$ cat config.mk
export PLATFORM = sky130hd
export DESIGN_NAME = pbb_queue
export DESIGN_NICKNAME = d
export VERILOG_FILES = /design/src/pbb_pkg.sv /design/src/pbb_queue.sv
export SDC_FILE = /design/constraint.sdc
export NUM_CORES = 1
export LEC_CHECK = 0
export BUFFER_PORTS_ARGS = -buffer_cell sky130_fd_sc_hd__buf_2
export CORE_AREA = 5 5 105 78
export DETAILED_ROUTE_END_ITERATION = 12
export DIE_AREA = 0 0 110 83
export PLACE_DENSITY = 0.67
export RECOVER_POWER = 25
export SLEW_MARGIN = 20
export SYNTH_ARGS = -nofsm -noshare
export SYNTH_HDL_FRONTEND = slang
export SYNTH_SLANG_ARGS = --single-unit
export TNS_END_PERCENT = 5
$ cat constraint.sdc
create_clock -name clock -period 2.2 [get_ports clock]
set_input_delay 0.11 -clock clock [delete_from_list [all_inputs] [get_ports clock]]
set_output_delay 0.11 -clock clock [all_outputs]
set_load 0.02 [all_outputs]
$ cat src/pbb_pkg.sv
// shared types and constants of the page bitmap blitter
package pbb_pkg;

   localparam int ROW_DEPTH = 128;
   localparam int COL_BITS = 8;
   localparam int PAGE_BITS = 4;

   typedef enum logic [2:0] {
      CSR_ORIGIN_X      = 3'd0,
      CSR_ORIGIN_Y      = 3'd1,
      CSR_BITMAP_WIDTH  = 3'd2,
      CSR_BITMAP_HEIGHT = 3'd3,
      CSR_BLEND_MODE    = 3'd4,
      CSR_ALLOW_WRAP    = 3'd5
   } csr_index_type;

   typedef enum logic [1:0] {
      BLEND_OPAQUE = 2'd0,
      BLEND_OR     = 2'd1,
      BLEND_AND    = 2'd2
   } blend_type;

   typedef enum logic [1:0] {
      ERR_NONE     = 2'd0,
      ERR_HEIGHT   = 2'd1,
      ERR_OVERFLOW = 2'd2
   } error_type;

   typedef struct packed {
      logic [6:0] origin_x;
      logic [5:0] origin_y;
      logic [7:0] bitmap_width;
      logic [6:0] bitmap_height;
      logic [1:0] blend_mode;
      logic       allow_wrap;
   } cfg_type;

   // one framebuffer access, or one error report
   typedef struct packed {
      logic [1:0]           error_code;
      logic                 write;
      logic [PAGE_BITS-1:0] page;
      logic [COL_BITS-1:0]  col;
      logic [7:0]           data;
      logic [7:0]           keep;
      logic                 last_result;
      logic                 bitmap_done;
   } op_type;

   typedef struct packed {
      logic clearing;
      logic busy;
   } back_status_type;

endpackage

$ cat src/pbb_queue.sv
// two-entry op queue between front and back end
module pbb_queue (
   input  logic            clock,
   input  logic            reset,
   input  logic            push_valid,
   output logic            push_full,
   input  pbb_pkg::op_type push_op,
   input  logic            pop,
   output logic            pop_valid,
   output pbb_pkg::op_type pop_op
);
   import pbb_pkg::*;

   op_type     entry_ff [2];
   logic       wr_ptr_ff;
   logic       rd_ptr_ff;
   logic [1:0] count_ff;
   logic       push;

   assign push_full = (count_ff == 2'd2);
   assign pop_valid = (count_ff != 2'd0);
   assign pop_op = entry_ff[rd_ptr_ff];
   assign push = push_valid && !push_full;

   always_ff @(posedge clock) begin
      if (reset) begin
         wr_ptr_ff <= 1'b0;
         rd_ptr_ff <= 1'b0;
         count_ff <= 2'd0;
      end else begin
         if (push) begin
            wr_ptr_ff <= !wr_ptr_ff;
         end
         if (pop) begin
            rd_ptr_ff <= !rd_ptr_ff;
         end
         if (push && !pop) begin
            count_ff <= count_ff + 2'd1;
         end else if (pop && !push) begin
            count_ff <= count_ff - 2'd1;
         end
      end
   end

   always_ff @(posedge clock) begin
      if (push) begin
         entry_ff[wr_ptr_ff] <= push_op;
      end
   end

endmodule

# After elaboration in Yosys (flattened, before gate mapping)
# Memory sizes are Yosys's and may differ from the RTL's. A register that Yosys moved wholly into a read port is not among the register bits.
# Index checks and enable logic that the tools add are counted.
[word_totals]
word_cells = 23
register_bits = 4
ram_bits = 66
mem_bits_ro = 0
out_inout_bits = 35
latch_bits = 0
mem_count = 1
[mem_list]
columns = ["name", "words", "word_bits", "rd", "rd_ports_with_merged_regs", "write_ports", "line_no", "rtl"]
rows = [
  ["entry_ff", 2, 33, 1, 1, 1, "pbb_queue.sv:14", "op_type entry_ff [2];"],
]
[op_classes]
n_addsub = 2
magnitude_cmp = 0
n_div = 0
n_shift = 0
multipliers = 0
n_mux = 6
n_bitwise = 0
n_reduce_logical = 10
n_eq_ne = 1
[ops]
columns = ["operator", "n"]
rows = [
  ["zero test 1 bit", 5],
  ["two-way mux 1 bit", 4],
  ["two-way mux 2 bit", 2],
  ["nonzero test 2 bit", 2],
  ["logical AND 1 bit", 3],
  ["adder 2 x 1 -> 2 bit, second input constant", 1],
  ["== test 2 bit, second input constant", 1],
  ["subtractor 2 x 1 -> 2 bit, second input constant", 1],
]

# Logic depth before layout (Yosys ltp)
[logic_depth]
word_depth = 7
ltp_mapped = 6
mapped_depth_nobuf = 6

# Least setup slack after synthesis
# Ideal clock, no wire load.
[synth_path]
kind = "register to register"
start = "register count_ff[1]"
end = "memory entry_ff[0][0] in the netlist's numbering, enable pin"
slack_ps = 319
t_required_ps = 1812
t_arrival_ps = 1493
period_less_slack_ps = 1881
setup_time_ps = 388
path_buffers = 0
path_stages_with_launch = 4
cell_sequence = "dfxtp_1 nor2b_2 or3_1 inv_1"
[synth_via]
elab_chain_cells = 5
[synth_rtl]
columns = ["item", "line_no", "rtl"]
rows = [
  ["start: declaration", "pbb_queue.sv:17", "logic [1:0] count_ff;"],
  ["start signal: assignment", "pbb_queue.sv:38", "count_ff <= count_ff + 2'd1;"],
  ["start signal: assignment", "pbb_queue.sv:40", "count_ff <= count_ff - 2'd1;"],
  ["== test 2 bit", "pbb_queue.sv:20", "assign push_full = (count_ff == 2'd2);"],
  ["via push_full", "pbb_queue.sv:6", "output logic push_full,"],
  ["zero test 1 bit", "pbb_queue.sv:23", "assign push = push_valid && !push_full;"],
  ["logical AND 1 bit", "pbb_queue.sv:23", ""],
  ["two-way mux 1 bit", "pbb_queue.sv:46", "if (push) begin"],
  ["two-way mux 1 bit (implied by the code)", "pbb_queue.sv:47", "entry_ff[wr_ptr_ff] <= push_op;"],
  ["end: declaration", "pbb_queue.sv:14", ""],
]
# The timed path passes the listed nets, and every way through them passes these cells.

==> results.py <==
metrics = {
    "run_status": {
        "outcome": "finished clean",
    },
    "critical_path": {
        "end_kind": "output port",
        "crit_type": "reg -> out",
        "crit_fanout": 15,
        "cp.required_ps": 2090,
        "arrival_ps": 1580,
        "startpoint_type": "flip-flop",
    },
    "sta": {
        "max_freq_ghz": 0.590,
        "drv_slew": 0,
        "finalCriticalPeriod_ps": 1690,
        "postLayoutSetupSlackWorst_ps": 506,
        "hold_viol": 0,
        "clock_skew_ps": 6.82,
        "whs_ps": 64.8,
        "worst_slew_pin_slew_ps": 393,
        "setup_viol": 0,
        "grt_setup_unrepaired": "no",
        "setup_tns_ps": 0,
        "finalCritPeriodShare": 0.770,
        "timing.max_slew.rel_slack": 0.738,
    },
    "synthesis": {
        "synth_flop_cell": "edfxtp_1",
        "synth_nets": 166,
        "synth_area_mm2": 0.00259,
        "synth_top_cell_by_area": "edfxtp_1",
        "synth_area_leaders": "edfxtp_1 (76%), mux2_2 (14%), dfxtp_1 (3.9%), buf_2 (0.77%), xor2_1 (0.68%)",
        "yosysWarnings": 0,
        "synth_edf_count": 66,
        "synth_top_area_share": 0.764,
        "synth_seq_cells": 71,
        "synth_area_per_cell_um2": 20.3,
        "synth_cell_types": 15,
        "yosysMostFrequentCell": "edfxtp_1",
        "async_flop_share": 0,
        "syn_inst": 128,
        "yosys-top-cells-count": "edfxtp_1 (66), mux2_2 (33), dfxtp_1 (5)",
        "synth-seq-area-share": 0.803,
    },
    "grt": {
        "grt_max_degree": 21,
        "overflow": 0,
        "antenna_found_initial": 0,
        "track_usage": 0.118,
        "grt_pass1_wl_um": 7980,
        "grt_pass1_vias": 1664,
    },
    "clock_tree": {
        "cts_tree": "built",
        "ctsResizeCount": 0,
        "clk_pin_slew_ps": 70,
        "cts_buffers": 9,
        "insertion_delay_ps": 330,
        "clockBufferDepth": 2,
        "numClockSinks": 71,
        "clockRootBuffer": "clkbuf_8",
        "cts_setup_buffers": 0,
        "htreeDepth": 3,
        "holdBufCountCts": 34,
    },
    "cells_and_area": {
        "utilization": 0.507,
        "nNetsFinal": 283,
        "area_growth_pct": 38.0,
        "n_antenna_cell": 0,
        "final_layout_size_suffix_gt1_frac": 0.442,
        "fillCellCount": 623,
    },
    "floorplanning": {
        "fp-row-count": 26,
        "die-height_um": 83,
        "die_w_um": 110,
        "initial_utilization": 0.367,
        "dieArea_mm2": 0.00913,
        "fp.coreArea_mm2": 0.00706,
        "io_pins": 72,
    },
    "pwr": {
        "ir_drop_uv": 464,
        "powerDensity_mw_per_mm2": 864,
        "p_leak_nw": 1.33,
    },
    "place": {
        "dp_hpwl_um": 3360,
        "gp_congestion": 0.667,
        "pre_cts_slack_ps": 636,
        "port_buffers": 71,
    },
    "route": {
        "vias": 1515,
        "drtAntennaViolNets": 0,
        "drt_iter0_markers": 42,
        "drcViolationCount": 0,
        "drt_wl_total_um": 5040,
        "vias_per_cell": 4.37,
        "wl_per_cell_um": 14.5,
        "dr.pass1.iters": 4,
    },
    "worst_hold_path": {
        "hold_path_class": "in -> reg",
    },
    "flow_run": {
        "drv_cap": 0,
    },
}
## critical path, cell delays in order (launching register included)
cell and delay, ps:
dfxtp_2 440, buf_4 280, mux2_2 370, buf_2 160
## per-layer routing
metal  up-vias  global-route usage  routed length (µm)  share of wire
li1        722                   -                   -              -
met1       734               0.138                2220           0.44
met2        55               0.194                2430           0.48
met3         4              0.0488                 361          0.072
met4         0              0.0374                  25         0.0050
met5         -                   0                   0              0
## path summary, 6_finish.rpt
| check | startpoint | end | slack [ps] | cells past startpoint |
|---|---|---|---|---|
| worst max-delay path | flip-flop | pop_op[5] | 510 | 3 |
| worst min-delay path | pop | rd_ptr_ff | 60 | 3 |
| worst max register to register | count_ff[0] | entry_ff[1][27] | 630 | 4 |
| worst min register to register | count_ff[1] | count_ff[1] | 500 | 2 |
## stage by stage
step	std cells	instance area [µm²]	total power, mW
global placement	298	3100	2.25
CTS	347	3600	3.13
finish	347	3580	3.09
detailed placement	298	3100	2.26
global route	347	3580	3.25
floorplan	128	2590	2.05
## state kept, by name, indices dropped and copies added (netlist names), named ones only
register   cells
entry_ff      66
count_ff       2
rd_ptr_ff      1
wr_ptr_ff      1
## cell families (layout without fill, tap and decap cells)
kind of cell    after synthesis  after routing  share of synthesized area
mux                          33             33                      0.143
compound gates                4              4                    0.00772
flops                        71             71                      0.803
fa+ha+maj                     1              1                    0.00483
buf+inv                       7            128                     0.0121
simple gates                  9              9                     0.0188
xor+xnor                      3              3                     0.0101
## report_power, final
part,switching (mW),internal (mW)
combinational,0.339,0.256
sequential,0.0395,1.63
clock,0.429,0.393
## cell usage in the layout, fill, tap and decap left out, types with 2 or more instances in the layout
cell type      count
edfxtp_1          66
clkinv_2           3
dfxtp_1            4
nor2_1             4
or3_1              2
clkbuf_8           9
dlygate4sd3_1     34
xor2_1             2
buf_2             54
clkbuf_1          17
inv_1              3
buf_4              4
mux2_2            33
o21ai_0            2
a21oi_1            2
## final cells by class
cell class                      instances  area [µm²]  share of cell area
Sequential cell                        71        2080               0.582
Timing Repair Buffer                  110         726               0.203
Multi-Input combinational cell         50         480               0.134
Clock buffer                           10         128              0.0357
Tap cell                               98         123              0.0343
Clock inverter                          5        26.3             0.00735
Inverter                                3        11.3             0.00315
Power figures use the tool's default switching activity.
