[config.mk]
export PLATFORM = sky130hd
export DESIGN_NAME = pbb_front
export DESIGN_NICKNAME = d
export VERILOG_FILES = /design/src/pbb_pkg.sv /design/src/pbb_front.sv
export SDC_FILE = /design/constraint.sdc
export NUM_CORES = 1
export LEC_CHECK = 0
export ABC_CLOCK_PERIOD_IN_PS = 5300
export BUFFER_PORTS_ARGS = -buffer_cell sky130_fd_sc_hd__buf_2
export CAP_MARGIN = 20
export CORE_MARGIN = 2
export CORE_UTILIZATION = 25
export DETAILED_ROUTE_END_ITERATION = 16
export GPL_TIMING_DRIVEN = 0
export MAX_ROUTING_LAYER = met4
export PLACE_DENSITY_LB_ADDON = 0.05
export REMOVE_ABC_BUFFERS = 1
export SLEW_MARGIN = 20
export SYNTH_ARGS = -nofsm -noshare
export SYNTH_HDL_FRONTEND = slang
export SYNTH_SLANG_ARGS = --single-unit
[constraint.sdc]
create_clock -name clock -period 5.3 [get_ports clock]
set_input_delay 1.06 -clock clock [delete_from_list [all_inputs] [get_ports clock]]
set_output_delay 1.06 -clock clock [all_outputs]
set_load 0.01 [all_outputs]
[src/pbb_pkg.sv]
// shared types and constants of the page bitmap blitter
package pbb_pkg;

   localparam int ROW_DEPTH = 128;
   localparam int COL_BITS = 8;
   localparam int PAGE_BITS = 4;

   typedef enum logic [2:0] {
      CSR_ORIGIN_X      = 3'd0,
      CSR_ORIGIN_Y      = 3'd1,
      CSR_BITMAP_WIDTH  = 3'd2,
      CSR_BITMAP_HEIGHT = 3'd3,
      CSR_BLEND_MODE    = 3'd4,
      CSR_ALLOW_WRAP    = 3'd5
   } csr_index_type;

   typedef enum logic [1:0] {
      BLEND_OPAQUE = 2'd0,
      BLEND_OR     = 2'd1,
      BLEND_AND    = 2'd2
   } blend_type;

   typedef enum logic [1:0] {
      ERR_NONE     = 2'd0,
      ERR_HEIGHT   = 2'd1,
      ERR_OVERFLOW = 2'd2
   } error_type;

   typedef struct packed {
      logic [6:0] origin_x;
      logic [5:0] origin_y;
      logic [7:0] bitmap_width;
      logic [6:0] bitmap_height;
      logic [1:0] blend_mode;
      logic       allow_wrap;
   } cfg_type;

   // one framebuffer access, or one error report
   typedef struct packed {
      logic [1:0]           error_code;
      logic                 write;
      logic [PAGE_BITS-1:0] page;
      logic [COL_BITS-1:0]  col;
      logic [7:0]           data;
      logic [7:0]           keep;
      logic                 last_result;
      logic                 bitmap_done;
   } op_type;

   typedef struct packed {
      logic clearing;
      logic busy;
   } back_status_type;

endpackage

[src/pbb_front.sv]
// front end: accepts bitmap bytes, tracks position, builds framebuffer ops
module pbb_front #(
   parameter int SCREEN_COLUMNS = 128,
   parameter int SCREEN_ROWS = 64
) (
   input  logic             clock,
   input  logic             reset,
   input  pbb_pkg::cfg_type cfg,
   input  logic             restart,
   input  logic             hold,
   input  logic             req_valid,
   output logic             req_stall,
   input  logic [7:0]       req_bitmap_byte,
   output logic             push_valid,
   input  logic             push_full,
   output pbb_pkg::op_type  push_op
);
   import pbb_pkg::*;

   localparam int PAGE_COUNT = SCREEN_ROWS / 8;
   localparam logic [9:0] COLS_LIMIT = 10'(SCREEN_COLUMNS);
   localparam logic [9:0] ROWS_LIMIT = 10'(SCREEN_ROWS);
   localparam logic [8:0] COLS_END = 9'(SCREEN_COLUMNS);
   localparam logic [4:0] PAGES_END = 5'(PAGE_COUNT);
   localparam logic [7:0] WIDTH_MAX = 8'(ROW_DEPTH);

   function automatic logic [4:0] page_wrap(input logic [4:0] value);
      logic [4:0] m;
      m = value;
      for (int i = 0; i < 8; i++) begin
         if (m >= PAGES_END) begin
            m = m - PAGES_END;
         end
      end
      return m;
   endfunction

   logic [7:0] row_mem [ROW_DEPTH];

   logic [3:0] row_ff;
   logic [6:0] col_count_ff;
   logic [7:0] col_ff;
   logic [3:0] page_ff;

   logic       f1_valid_ff;
   logic       f1_phase_ff;
   logic [1:0] f1_err_ff;
   logic [7:0] f1_byte_ff;
   logic [3:0] f1_page_ff;
   logic [7:0] f1_col_ff;
   logic [2:0] f1_shift_ff;
   logic       f1_first_ff;
   logic       f1_extra_ff;
   logic       f1_finish_ff;
   logic [7:0] row_rd_ff;

   logic [7:0] width_eff;
   logic [7:0] width_last;
   logic [3:0] rows;
   logic [1:0] err;
   logic [9:0] x_end;
   logic [9:0] y_end;
   logic [7:0] ox_wrapped;
   logic [3:0] page_base;
   logic [7:0] col_cur;
   logic [8:0] col_inc;
   logic [7:0] col_next;
   logic [3:0] page_cur;
   logic [4:0] page_inc;
   logic [3:0] page_next;
   logic       col_last;
   logic       row_last;
   logic       accept;
   logic       f1_push;
   logic       f1_leave;

   logic [15:0] byte_up;
   logic [15:0] keep_up;
   logic [3:0]  shift_back;
   logic [7:0]  byte_down;
   logic [7:0]  row_down;
   logic [7:0]  data0;
   logic [7:0]  keep0;
   logic [4:0]  f1_page_inc;
   logic [3:0]  f1_page_next;

   always_comb begin
      if (cfg.bitmap_width == 8'd0) begin
         width_eff = 8'd1;
      end else if (cfg.bitmap_width > WIDTH_MAX) begin
         width_eff = WIDTH_MAX;
      end else begin
         width_eff = cfg.bitmap_width;
      end
      width_last = width_eff - 8'd1;
      rows = cfg.bitmap_height[6:3];
      x_end = {3'd0, cfg.origin_x} + {2'd0, width_eff};
      y_end = {4'd0, cfg.origin_y} + {3'd0, cfg.bitmap_height};
      if (cfg.bitmap_height == 7'd0 || cfg.bitmap_height[2:0] != 3'd0) begin
         err = ERR_HEIGHT;
      end else if (!cfg.allow_wrap && (x_end > COLS_LIMIT || y_end > ROWS_LIMIT)) begin
         err = ERR_OVERFLOW;
      end else begin
         err = ERR_NONE;
      end

      // origin_x is below twice the narrowest screen
      if ({2'd0, cfg.origin_x} >= COLS_END) begin
         ox_wrapped = 8'({2'd0, cfg.origin_x} - COLS_END);
      end else begin
         ox_wrapped = {1'b0, cfg.origin_x};
      end
      page_base = 4'(page_wrap({2'd0, cfg.origin_y[5:3]}));

      col_cur = (col_count_ff == 7'd0) ? ox_wrapped : col_ff;
      col_inc = {1'b0, col_cur} + 9'd1;
      col_next = (col_inc == COLS_END) ? 8'd0 : col_inc[7:0];
      page_cur = (row_ff == 4'd0) ? page_base : page_ff;
      page_inc = {1'b0, page_cur} + 5'd1;
      page_next = (page_inc == PAGES_END) ? 4'd0 : page_inc[3:0];

      col_last = ({1'b0, col_count_ff} == width_last);
      row_last = (row_ff == rows - 4'd1);
   end

   assign f1_push = f1_valid_ff && !push_full;
   assign f1_leave = f1_push && (f1_err_ff != ERR_NONE || !f1_extra_ff || f1_phase_ff);
   assign req_stall = hold || (f1_valid_ff && !f1_leave);
   assign accept = req_valid && !req_stall;
   assign push_valid = f1_valid_ff;

   always_ff @(posedge clock) begin
      if (reset) begin
         f1_valid_ff <= 1'b0;
         f1_phase_ff <= 1'b0;
         row_ff <= 4'd0;
         col_count_ff <= 7'd0;
      end else begin
         if (accept) begin
            f1_valid_ff <= 1'b1;
            f1_phase_ff <= 1'b0;
         end else if (f1_leave) begin
            f1_valid_ff <= 1'b0;
         end else if (f1_push) begin
            f1_phase_ff <= 1'b1;
         end

         if (restart) begin
            row_ff <= 4'd0;
            col_count_ff <= 7'd0;
         end else if (accept && err == ERR_NONE) begin
            if (col_last) begin
               col_count_ff <= 7'd0;
               row_ff <= row_last ? 4'd0 : row_ff + 4'd1;
            end else begin
               col_count_ff <= col_count_ff + 7'd1;
            end
         end
      end
   end

   always_ff @(posedge clock) begin
      if (accept && err == ERR_NONE) begin
         col_ff <= col_next;
         page_ff <= col_last ? page_next : page_cur;
         row_mem[col_count_ff] <= req_bitmap_byte;
      end
      if (accept) begin
         // reads the byte of the page row above before this transfer replaces it
         row_rd_ff <= row_mem[col_count_ff];
         f1_err_ff <= err;
         f1_byte_ff <= req_bitmap_byte;
         f1_page_ff <= page_cur;
         f1_col_ff <= col_cur;
         f1_shift_ff <= cfg.origin_y[2:0];
         f1_first_ff <= (row_ff == 4'd0);
         f1_extra_ff <= row_last && (cfg.origin_y[2:0] != 3'd0);
         f1_finish_ff <= row_last && col_last;
      end
   end

   always_comb begin
      byte_up = {8'd0, f1_byte_ff} << f1_shift_ff;
      keep_up = 16'h00FF << f1_shift_ff;
      shift_back = 4'd8 - {1'b0, f1_shift_ff};
      byte_down = f1_byte_ff >> shift_back;
      row_down = row_rd_ff >> shift_back;
      f1_page_inc = {1'b0, f1_page_ff} + 5'd1;
      f1_page_next = (f1_page_inc == PAGES_END) ? 4'd0 : f1_page_inc[3:0];

      if (f1_shift_ff == 3'd0) begin
         data0 = f1_byte_ff;
         keep0 = 8'h00;
      end else if (f1_first_ff) begin
         data0 = byte_up[7:0];
         keep0 = 8'hFF >> shift_back;
      end else begin
         data0 = byte_up[7:0] | row_down;
         keep0 = 8'h00;
      end

      push_op = '0;
      push_op.error_code = f1_err_ff;
      if (f1_err_ff != ERR_NONE) begin
         push_op.last_result = 1'b1;
      end else if (!f1_phase_ff) begin
         push_op.write = 1'b1;
         push_op.page = f1_page_ff;
         push_op.col = f1_col_ff;
         push_op.data = data0;
         push_op.keep = keep0;
         push_op.last_result = !f1_extra_ff;
         push_op.bitmap_done = !f1_extra_ff && f1_finish_ff;
      end else begin
         // extra bottom page below the last data row
         push_op.write = 1'b1;
         push_op.page = f1_page_next;
         push_op.col = f1_col_ff;
         push_op.data = byte_down;
         push_op.keep = keep_up[7:0];
         push_op.last_result = 1'b1;
         push_op.bitmap_done = f1_finish_ff;
      end
   end

endmodule

Yosys cells after proc, flatten, opt, wreduce, memory -nomap -nowiden --
Memory sizes are Yosys's and may differ from the RTL's. A register that Yosys moved wholly into a read port is not among the register bits. Cells that the tools add are included.
Cells by class: shifts and indexed selects 5, multiplexer cells 23, magnitude comparators 3, equal/unequal tests 5, reduce and logical (&&, ||, !) cells 33, multipliers 0, divide/modulo/power cells 0, add/subtract/negate cells 10, bitwise operators 2
Operators with widths (number):
- $mux 8 | 7
- $mux 30 | 1
- $mux 29 | 1
- $mux 4 | 5
- $shr 8x4->8 | 2
- $logic_not 7->1 | 2
- $add 4x1->5 const B | 2
- $eq 5x4->1 const B | 2
- $add 7x8->9 | 1
- $add 8x1->9 const B | 1
- $eq 9x8->1 const B | 1
- $gt 9x8->1 const B | 1
- $logic_and 1x1->1 | 9
- $add 6x7->8 | 1
- $eq 7x8->1 | 1
- $gt 8x7->1 const B | 1
- $gt 8x8->1 const B | 1
- $logic_not 8->1 | 1
- $or 8x8->8 | 1
- $shl 8x3->8 | 1
- $shl 8x3->8 const A | 1
- $shr 8x4->8 const A | 1
- $sub 8x1->8 const B | 1
- $add 7x1->7 const B | 1
- 17 further kinds | 35
Word-level totals: memory bits (read-only) 0, memories 1, bits in latches 0, register bits after elaboration 53, output and inout bits 35, logic and storage cells 96, input bits 45, RAM bits 1024
Memories:
- row_mem | words 128, bits a word 8, rd ports 1, clocked after memory_dff 1, wr ports 1, RTL line pbb_front.sv:38 | logic [7:0] row_mem [ROW_DEPTH];

Depth between registers and ports, before layout --
Gate-level depths: netlist of run 1.
word-level depth 13, mapped depth 15, depth with buffers taken out 12

Worst setup path before layout of run 1 --
No wires, ideal clock.
kind input to register, from in cfg[15] in the netlist's numbering, to mem row_mem[2][0] (enable), data required time 4.917 ns, cell stages on the path 14, arrival time 4.499 ns, buffers on the path 2, slack 0.418 ns, setup time 0.383 ns, path through clkbuf_1 -> nor3_1 -> a22o_1 -> ha_1 -> inv_1 -> fa_1 -> nor2b_1 -> o21ai_1 -> xnor2_1 -> or3_1 -> o311ai_4 -> nand3b_2 -> clkbuf_1 -> nor3_1
On the way: word-level cells in the longest chain between the ends 13, elaborated cells between the ends (all ways) 14, classes of those cells 1 x add/sub; 2 x order compare; 6 x mux; 5 x reduce/logical
RTL lines:
- from (decl) | RTL line pbb_front.sv:8 | input pbb_pkg::cfg_type cfg,
- $gt 8x8->1 | RTL line pbb_front.sv:90 | end else if (cfg.bitmap_width > WIDTH_MAX) begin
- $mux 8 | RTL line pbb_front.sv:90
- $mux 8 * | RTL line pbb_front.sv:88 | if (cfg.bitmap_width == 8'd0) begin
- $add 7x8->9 * | RTL line pbb_front.sv:97 | x_end = {3'd0, cfg.origin_x} + {2'd0, width_eff};
- $gt 9x8->1 * | RTL line pbb_front.sv:101 | end else if (!cfg.allow_wrap && (x_end > COLS_LIMIT || y_end > ROWS_LIMIT)) begin
- $logic_or 1x1->1 * | RTL line pbb_front.sv:101
- $logic_and 1x1->1 * | RTL line pbb_front.sv:101
- $mux 2 * | RTL line pbb_front.sv:101
- $mux 2 * | RTL line pbb_front.sv:99 | if (cfg.bitmap_height == 7'd0 || cfg.bitmap_height[2:0] != 3'd0) begin
- $logic_not 2->1 * | RTL line pbb_front.sv:163 | if (accept && err == ERR_NONE) begin
- $logic_and 1x1->1 * | RTL line pbb_front.sv:163
- $mux 1 * | RTL line pbb_front.sv:163
- $mux 1 (implied by the code) * | RTL line pbb_front.sv:166 | row_mem[col_count_ff] <= req_bitmap_byte;
- to (decl) | RTL line pbb_front.sv:38
Every way passes the cells marked *; elsewhere a longest branch is shown, timed or not.

==> flow_metrics.py, run 1 <==
metrics = {
    "timing": {
        "slew_viol_final": 0,
        "skew_ns": 0.0306,
        "slew_headroom_pct": 19.4,
        "whs_ns": 0.507,
        "finalCritPeriodShare_pct": 97.2,
        "fmax_mhz": 194,
        "fin_crit_ns": 5.15,
        "hold_viol": 0,
        "rsz0062_at_grt": "false",
        "tightest_slew_ns": 1.21,
        "setup_viol": 0,
    },
    "routing": {
        "wl_per_cell_um": 29.9,
        "avgViaCountPerCell": 5.02,
        "drt_iter0_markers": 2245,
        "num_vias": 26700,
        "first_pass_iters": 5,
        "drt-total-wl_um": 159000,
        "ant_nets": 0,
        "drc_errors": 0,
    },
    "cts": {
        "clockBufferDepth": 3,
        "root_buffer": "clkbuf_16",
        "h-tree-depth": 4,
        "cts_hold_buf": 0,
        "clkTransAtPathRegs_ns": 0.06,
        "cts_tree": "done",
        "clock_latency_ns": 0.77,
        "clock_sink_count": 1085,
        "numCtsBuffers": 132,
    },
    "global_route": {
        "grt_util_met1_pct": 23.7,
        "overflow": 0,
        "grt_pass1_vias": 26800,
        "globalRouteMet3Util_pct": 2.32,
        "grt_max_degree": 92,
        "grt-busiest-layer": "met2",
        "track_usage_pct": 18.0,
        "grt_use_met2_pct": 29.5,
        "antenna_found_initial": 4,
        "grt_first_pass_wirelength_um": 221000,
    },
    "layout": {
        "final_layout_size_suffix_gt1_share_pct": 21.4,
        "syn_to_final_growth_pct": 20.8,
        "layout.nets": 2978,
        "final_cell_mix": "edfxtp_1, a22oi_1, clkbuf_16, a221oi_1, buf_4",
        "fin_cells": 5326,
        "utilization_pct": 30.5,
        "final_common_cell": "edfxtp_1",
    },
    "logic_synthesis": {
        "yosysTopAreaCellShare_pct": 73.1,
        "ys_top_cells_by_area": "edfxtp_1, a22oi_1, a221oi_1",
        "seq_area_frac_synth_pct": 73.7,
        "yosysWarnings": 0,
        "synth_edf_count": 1072,
        "netlist_instances": 2727,
        "syn_area_mm2": 0.0440,
        "async_reset_ff_share_pct": 0,
        "synth_seq_cells": 1085,
        "ys_types": 81,
        "dominantRegCellSynth": "edfxtp_1",
        "syn_avg_cell_area_um2": 16.1,
        "synth_largest_area_cell": "edfxtp_1",
    },
    "critical_path": {
        "worstSetupStartpointType": "flip-flop",
        "cpMostUsedCell": "buf_16",
        "cp_data_arrival_time_ns": 5.63,
        "crit_fanout": 42,
        "crit_path_end_kind": "flip-flop",
        "crit_path_cell_trace": "buf_16 > and2_1 > and2_4 > buf_16 > buf_12 > a221oi_1 > a31oi_1 > nor4_1 > nand2_1 > a221o_1",
        "slowest_delay_ns": 0.85,
        "path_class": "flip-flop to flip-flop",
        "slowest_stage": "nor4_1",
        "worstPathRequired_ns": 5.78,
    },
    "outcome": {
        "outcome": "complete, no violations",
    },
    "place": {
        "dp_hpwl_um": 103000,
        "gp_congestion": 0.796,
        "dp_cells": 5081,
        "port_buffers": 77,
    },
    "worst_hold_path": {
        "hp-class": "input port to flip-flop",
    },
    "floorplan": {
        "die_h_um": 424,
        "die_w_um": 424,
        "initial_utilization_pct": 25.2,
        "ios": 80,
        "placementRows": 153,
        "coreArea_mm2": 0.174,
        "dieArea_mm2": 0.179,
    },
    "power": {
        "power_density_mw_per_mm2": 345,
        "peakVddDrop_mv": 0.228,
        "power.leakage_nw": 16.8,
        "power.total_w": 0.0184,
    },
    "flow_run": {
        "maxCapViolCount": 0,
    },
}
==> worst max-delay path, delay by kind of cell (launching register included) <==
family	cells	cell delay [ns]
buffers and inverters	3	0.74
flip-flops	1	0.51
AND/OR/NAND/NOR	4	2.33
AO/OA/AOI/OAI	3	1.15
==> registers in the layout, summed over array words and instances (netlist names), 7 cells and up <==
signal        count
col_count_ff      7
row_mem        1024
row_rd_ff         8
f1_byte_ff        8
col_ff            8
f1_col_ff         8
==> area by class of cell <==
type,instances,area (µm²)
fill,17100,121000
multi-input combinational,1400,11100
clock buffer,173,3540
clock inverter,58,434
sequential,1085,32500
tap,2325,2910
inverter,42,160
antenna,2,5.00
timing repair buffer,241,2500
==> metrics by stage <==
step	setup WS (ns)	instance area, µm²	setup TNS [ns]
after floorplan	-3.79	43100	-1763.19
after CTS	0.0125	53100	0
final	0.148	53200	0
after global routing	0.0131	53200	0
after detailed placement	-1.32	48800	-945.92
after global placement	-19.92	46400	-5082.12
==> routing by layer <==
layer,vias to the layer above,share of wire [%]
met1,14200,45
met2,656,49
met5,-,0
li1,11700,-
met3,173,3.7
met4,0,2.1
==> synthesized netlist by cell type, drive strengths merged, types with 9 or more instances <==
cell    instances
nor3          147
buf            93
and2           18
nor2b          24
o211ai         18
dfxtp          13
o21ai          37
a21oi          78
nor4           19
edfxtp       1072
a221oi        115
clkbuf        107
nand4          39
mux2           31
or2            13
xor2           15
mux4           14
ha             29
nand2b          9
a22oi         247
a22o           90
mux2i          52
inv            41
nand2          67
a31oi          73
xnor2          14
nand3          32
nor2           78
==> timing repair <==
| item | CTS | global route |
|---|---|---|
| resized for setup | 39 | 5 |
| pin swaps | 3 | 0 |
| buffers inserted | 5 | 5 |
| setup endpoints to repair | 676 | 37 |
| hold endpoints to repair | 0 | 0 |
==> power breakdown <==
group | internal, W | leakage (nW) | switching (W)
Sequential | 0.00944 | 9.75 | 0.0000145
Combinational | 0.000150 | 5.11 | 0.000330
Clock | 0.00485 | 1.90 | 0.00358
Total | 0.0144 | 16.8 | 0.00392
==> kinds of logic after synthesis <==
logic type | count (synthesis) | synth area share [%]
AO/OA/AOI/OAI | 746 | 12.8
AND/OR/NAND/NOR | 497 | 6.92
XOR/XNOR | 29 | 0.577
adder cells (fa/ha/maj) | 31 | 0.915
buffers and inverters | 242 | 2.39
flip-flops | 1085 | 73.7
multiplexers | 97 | 2.69
==> path summary, 6_finish.rpt <==
kind,start,slack [ns],cells after the start,to
worst max-delay path,col_count_ff[1],0.15,10,row_rd_ff[4]
worst min-delay path,reset,0.51,2,push_valid
worst max register to register,col_count_ff[1],0.15,10,row_rd_ff[4]
worst min register to register,row_ff[1],0.53,2,row_ff[1]
No activity file was read; power rests on OpenSTA's default activity.
==> inputs of run 2 (changes only) <==
Settings changed: SETUP_SLACK_MARGIN set to 0.15.
==> run 2 against run 1 <==
Total power hardly changed. Via count rose by 0.59%. Combinational power increased by 1%. Design area rose by 1.4%. Critical endpoint unchanged. Largest cell class unchanged. Largest power group unchanged.
==> flow_metrics.py, run 2 (same netlist as run 1, synthesis figures left out) <==
metrics = {
    "floorplan": {
        "dieArea_mm2": 0.179,
        "die_h_um": 424,
        "initial_utilization_pct": 25.2,
        "die_w_um": 424,
        "ios": 80,
        "coreArea_mm2": 0.174,
        "placementRows": 153,
    },
    "power": {
        "peakVddDrop_mv": 0.228,
        "power.switching_w": 0.00393,
        "seqPwrFrac_pct": 51.4,
        "power.leakage_nw": 17.4,
        "p_clk_share_pct": 45.9,
        "sw_frac_of_total_pct": 21.4,
        "p_comb_share_pct": 2.6,
        "power_density_mw_per_mm2": 341,
        "p_int_w": 0.0144,
    },
    "layout": {
        "fin_area_mm2": 0.0539,
        "fin_cells": 5358,
        "n_antenna_cell": 0,
        "largest_register_ffs": 1024,
        "regMostFlops": "row_mem",
        "final_common_cell": "edfxtp_1",
        "fillCellCount": 17000,
        "final_layout_size_suffix_gt1_share_pct": 22.3,
        "layout.nets": 3012,
        "final_cell_mix": "edfxtp_1, a22oi_1, clkbuf_16, a221oi_1, buf_4",
        "syn_to_final_growth_pct": 22.5,
    },
    "timing": {
        "tns_ns": 0,
        "fmax_mhz": 199,
        "setup_viol": 0,
        "worst_slack_ns": 0.286,
        "finalCritPeriodShare_pct": 94.6,
        "slew_viol_final": 0,
        "skew_ns": 0.0295,
        "tightest_slew_ns": 1.21,
        "rsz0062_at_grt": "false",
        "hold_viol": 0,
        "fin_crit_ns": 5.01,
        "slew_headroom_pct": 18.9,
    },
    "routing": {
        "avgViaCountPerCell": 5.02,
        "wl_per_cell_um": 29.8,
        "drt_iter0_markers": 2238,
        "drt-total-wl_um": 159000,
        "num_vias": 26900,
        "first_pass_iters": 5,
        "drc_errors": 0,
        "ant_nets": 0,
    },
    "place": {
        "port_buffers": 77,
        "dp_hpwl_um": 103000,
        "dp_slack_ns": -1.32,
        "placed_area_mm2": 0.0488,
        "gp_congestion": 0.796,
        "dp_cells": 5081,
    },
    "critical_path": {
        "crit_path_cell_trace": "buf_16 > and2_1 > and2_4 > buf_16 > buf_12 > a221oi_1 > a31oi_1 > nor4_2 > nand2_1 > a221o_1",
        "r2r_slack_ns": 0.29,
        "cpMostUsedCell": "buf_16",
        "worstSetupStartpointType": "flip-flop",
        "slowest_stage": "and2_1",
        "crit_family": "simple AND/OR/NAND/NOR gates",
        "crit_fanout": 42,
        "worstPathRequired_ns": 5.88,
        "cp_data_arrival_time_ns": 5.59,
        "slowest_delay_ns": 0.96,
        "crit_buf_inv": 3,
        "crit_path_end_kind": "flip-flop",
        "path_class": "flip-flop to flip-flop",
    },
    "cts": {
        "clock_latency_ns": 0.77,
        "clockBufferDepth": 3,
        "clkTransAtPathRegs_ns": 0.06,
        "cts_hold_buf": 0,
        "numCtsBuffers": 132,
        "clock_sink_count": 1085,
        "root_buffer": "clkbuf_16",
        "h-tree-depth": 4,
        "cts_tree": "done",
    },
    "global_route": {
        "globalRouteMet3Util_pct": 2.32,
        "grt_pass1_vias": 26800,
        "grt_first_pass_wirelength_um": 221000,
        "track_usage_pct": 18.0,
        "grt-busiest-layer": "met2",
        "antenna_found_initial": 5,
        "overflow": 0,
        "grt_util_met1_pct": 23.7,
        "grt_use_met2_pct": 29.5,
        "grt_max_degree": 92,
    },
    "outcome": {
        "outcome": "complete, no violations",
    },
    "flow_run": {
        "maxCapViolCount": 0,
    },
    "worst_hold_path": {
        "hp-class": "input port to flip-flop",
    },
}
[run 2: cell count changes in the layout (fill, tap and decap cells not counted)]
cell	change
nor2_2	-1
nor3_2	-24
nor4_2	+1
nor2_4	+1
buf_4	+7
buf_12	+27
nor4_1	-1
nor3_4	+24
diode_2	-2
[run 2: worst paths after layout]
path / from / endpoint / depth (start not counted)
worst max-delay path: col_count_ff[1] / row_rd_ff[4] / 10
worst min-delay path: reset / push_valid / 2
worst max register to register: col_count_ff[1] / row_rd_ff[4] / 10
worst min register to register: row_ff[1] / row_ff[1] / 2
[run 2: what timing repair did]
item,in CTS,in global routing
gates resized for setup,51,19
setup buffers,4,41
pin swaps,3,27
endpoints found under the setup margin,845,493
[run 2: per-layer routing]
layer	up-vias	share of wire, %
li1	11700	-
met1	14200	45
met2	712	49
met3	190	4.2
met4	0	2.2
met5	-	0
[run 2: cell type report]
cell class / count / area [µm²] / area share (%)
Clock inverter: 58 / 434 / 0.805
Multi-Input combinational cell: 1400 / 11300 / 21.0
Inverter: 42 / 160 / 0.297
Timing Repair Buffer: 275 / 3090 / 5.73
Sequential cell: 1085 / 32500 / 60.2
Tap cell: 2325 / 2910 / 5.39
Clock buffer: 173 / 3540 / 6.57
[run 2: stage by stage]
| stage | total power [W] | hold WS, ns | utilization (%) |
|---|---|---|---|
| floorplan | 0.00983 | 0.488 | - |
| global placement | 0.0101 | 0.515 | 26.6 |
| detailed placement | 0.0101 | 0.521 | 28.0 |
| CTS | 0.0186 | 0.423 | 30.5 |
| global route | 0.0190 | 0.485 | 30.9 |
| finish | 0.0184 | 0.509 | 30.9 |
[run 2: power by group through the flow]
stage | registers, W | logic (W) | clock network, W
floorplan | 0.00963 | 0.000193 | 0
global placement | 0.00966 | 0.000434 | 0
detailed placement | 0.00963 | 0.000478 | 0
CTS | 0.00945 | 0.000488 | 0.00867
global route | 0.00945 | 0.000533 | 0.00898
finish | 0.00945 | 0.000486 | 0.00844
==> inputs of run 3 (changes only) <==
Settings changed: ABC_AREA set to 1, CORE_MARGIN 2 to 4.
==> run 3 against run 2 <==
Cell count increased by 12%. Total power increased by 0.74%. First-iteration DRC count decreased by 11%. Synthesized area decreased by 0.43%. Wire length decreased by 4.2%. Clock power increased by 2%. Setup slack improved by 0.014 ns. Sequential power about the same. Largest cell class unchanged. Largest power group unchanged.
==> flow_metrics.py, run 3 <==
metrics = {
    "global_route": {
        "track_usage_pct": 17.1,
        "globalRouteMet3Util_pct": 2.32,
        "grt_first_pass_wirelength_um": 215000,
        "grt_max_degree": 90,
        "grt_use_met2_pct": 27.6,
        "grt-busiest-layer": "met2",
        "grt_pass1_vias": 27700,
        "antenna_found_initial": 4,
        "grt_util_met1_pct": 22.8,
        "overflow": 0,
    },
    "logic_synthesis": {
        "syn_avg_cell_area_um2": 12.8,
        "seq_area_frac_synth_pct": 74.0,
        "yosysWarnings": 0,
        "yosys-top-cells-count": "edfxtp_1, nand2_1, nor2_1",
        "dominantRegCellSynth": "edfxtp_1",
        "syn_area_mm2": 0.0438,
        "ys_top_cells_by_area": "edfxtp_1, nand2_1, nor2_1",
        "synth_most_common_cell": "edfxtp_1",
        "async_reset_ff_share_pct": 0,
        "synth_edf_count": 1072,
        "yosysTopAreaCellShare_pct": 73.5,
        "netlist_instances": 3429,
        "synth_largest_area_cell": "edfxtp_1",
        "ys_types": 56,
        "synth_seq_cells": 1085,
    },
    "flow_run": {
        "maxCapViolCount": 0,
    },
    "power": {
        "power_density_mw_per_mm2": 351,
        "power.leakage_nw": 17.5,
        "power.total_w": 0.0185,
        "peakVddDrop_mv": 0.291,
    },
    "timing": {
        "slew_headroom_pct": 23.9,
        "rsz0062_at_grt": "true",
        "setup_viol": 0,
        "skew_ns": 0.0316,
        "hold_viol": 0,
        "tightest_slew_ns": 1.14,
        "finalCritPeriodShare_pct": 94.3,
        "fin_crit_ns": 5.00,
        "slew_viol_final": 0,
        "fmax_mhz": 200,
        "whs_ns": 0.495,
    },
    "worst_hold_path": {
        "hp-class": "flip-flop to flip-flop",
        "hold_depth": 2,
        "whs_endpoint": "row_ff[3]",
        "min_from": "row_ff[3]",
    },
    "layout": {
        "largest_register_ffs": 1024,
        "fillCellCount": 17400,
        "multi_input_area_mm2": 0.0107,
        "utilization_pct": 30.3,
        "syn_to_final_growth_pct": 20.4,
        "final_cell_mix": "edfxtp_1, nand2_1, inv_1, nor2_1, clkbuf_16",
        "regMostFlops": "row_mem",
        "layout.nets": 3643,
        "ff_latch_area_mm2": 0.0325,
        "final_common_cell": "edfxtp_1",
        "final_layout_size_suffix_gt1_share_pct": 13.3,
    },
    "floorplan": {
        "ios": 80,
        "initial_utilization_pct": 25.2,
        "placementRows": 153,
        "coreArea_mm2": 0.174,
        "dieArea_mm2": 0.182,
        "die_h_um": 427,
        "die_w_um": 427,
    },
    "critical_path": {
        "cp_data_arrival_time_ns": 5.38,
        "worstReg2RegEnd": "row_rd_ff[0]",
        "worstSetupStartpointType": "input port",
        "path_class": "input port to flip-flop",
        "crit_fanout": 23,
        "r2r_start": "col_count_ff[0]",
        "worstPathRequired_ns": 5.68,
        "r2r_slack_ns": 0.67,
        "crit_path_end_kind": "flip-flop",
        "ff2ff_path_depth": 10,
    },
    "cts": {
        "h-tree-depth": 4,
        "clock_latency_ns": 0.76,
        "cts_tree": "done",
        "clkTransAtPathRegs_ns": 0.05,
        "root_buffer": "clkbuf_16",
        "clockBufferDepth": 3,
        "clock_sink_count": 1085,
        "numCtsBuffers": 134,
    },
    "routing": {
        "wl_per_cell_um": 25.5,
        "avgViaCountPerCell": 4.63,
        "drc_errors": 0,
        "ant_nets": 0,
        "drt-total-wl_um": 153000,
        "num_vias": 27800,
        "drt_iter0_markers": 1988,
        "first_pass_iters": 5,
    },
    "place": {
        "dp_hpwl_um": 94700,
        "port_buffers": 77,
        "gp_congestion": 0.784,
    },
    "outcome": {
        "outcome": "complete, no violations",
    },
}
==> run 3: cell types whose count changed in the layout (fill, tap and decap cells not counted), sizes merged, moves of 67 or more <==
cell / change
nand4: +67
o21ai: +90
nor2: +200
inv: +176
nor3: -131
nand3: +85
a31oi: -69
nand2: +874
a22oi: -141
buf: -132
==> run 3: kinds of logic (layout without fill, tap and decap cells) <==
group / Yosys count / after routing / synth area share, %
AOI/OAI and AO/OA: 463 / 463 / 7.08
buffers and inverters: 363 / 599 / 3.54
adders and majority gates: 31 / 31 / 0.919
xor gates and xnor gates: 16 / 16 / 0.320
other: 0 / 2 / 0
and+or+nand+nor: 1471 / 1471 / 14.1
DFF: 1085 / 1085 / 74.0
==> run 3: power breakdown <==
part	leakage, nW	internal [W]	switching (W)
clock network	1.97	0.00499	0.00360
registers	9.75	0.00944	0.00000955
logic	5.79	0.000124	0.000346
total	17.5	0.0146	0.00395
==> run 3: cell type report <==
class	instances	share of cell area (%)
clock buffers	166	6.74
multi-input cells	1981	20.4
flip-flops and latches	1085	61.5
clock inverters	68	0.946
inverters	222	1.68
repair buffers	143	3.28
well taps	2325	5.51
diodes	2	0.00948
==> run 3: worst max path at each step <==
stage	from	end	slack, ns	depth (start not counted)
2_1_floorplan	col_count_ff[0]	row_mem[103][0]	-1.65	4
3_3_place_gp	col_count_ff[0]	row_mem[47][5]	-15.20	4
3_5_place_dp	cfg[14]	row_mem[14][6]	-1.43	25
4_1_cts	cfg[14]	row_mem[102][4]	0.13	24
5_1_grt	cfg[14]	row_mem[13][7]	-0.01	24
6_report	cfg[14]	row_mem[13][7]	0.30	24
==> run 3: per-layer routing <==
metal	wire length, µm	vias to the layer above
li1	-	12700
met1	70800	14200
met2	72400	629
met5	0	-
met4	3750	0
met3	5840	199
==> run 3: critical path, cell delays in order <==
cell	delay (ns)
buf_2	0.12
nor2_1	0.09
nand2_1	0.10
o21ai_4	0.27
nand2_1	0.13
nand2_1	0.17
ha_1	0.20
inv_1	0.06
fa_1	0.41
inv_1	0.10
nand2_1	0.05
nand2_1	0.08
nand3_1	0.11
nand2_1	0.08
nand2_1	0.06
nand2_1	0.06
nand3_1	0.07
nand2_1	0.11
nand3_1	0.17
nand2_1	0.22
nand2_4	0.28
clkinv_8	0.31
nand2_8	0.31
nor2_2	0.61
==> run 3: timing repair <==
action	CTS	global route
gates resized for setup	130	93
hold buffers	0	0
pin swaps	0	1
setup buffers	2	7
setup endpoints to repair	915	937
==> run 3: through the flow <==
stage          cells  setup WS (ns)  instance area (µm²)  setup TNS [ns]
2_1_floorplan   3288          -1.65                43100         -394.94
3_3_place_gp    5690         -15.20                46400        -6469.20
3_5_place_dp    5746          -1.43                47800        -1000.76
4_1_cts         5982          0.128                52300               0
5_1_grt         5991        -0.0108                52800         -0.0359
6_report        5992          0.300                52800               0
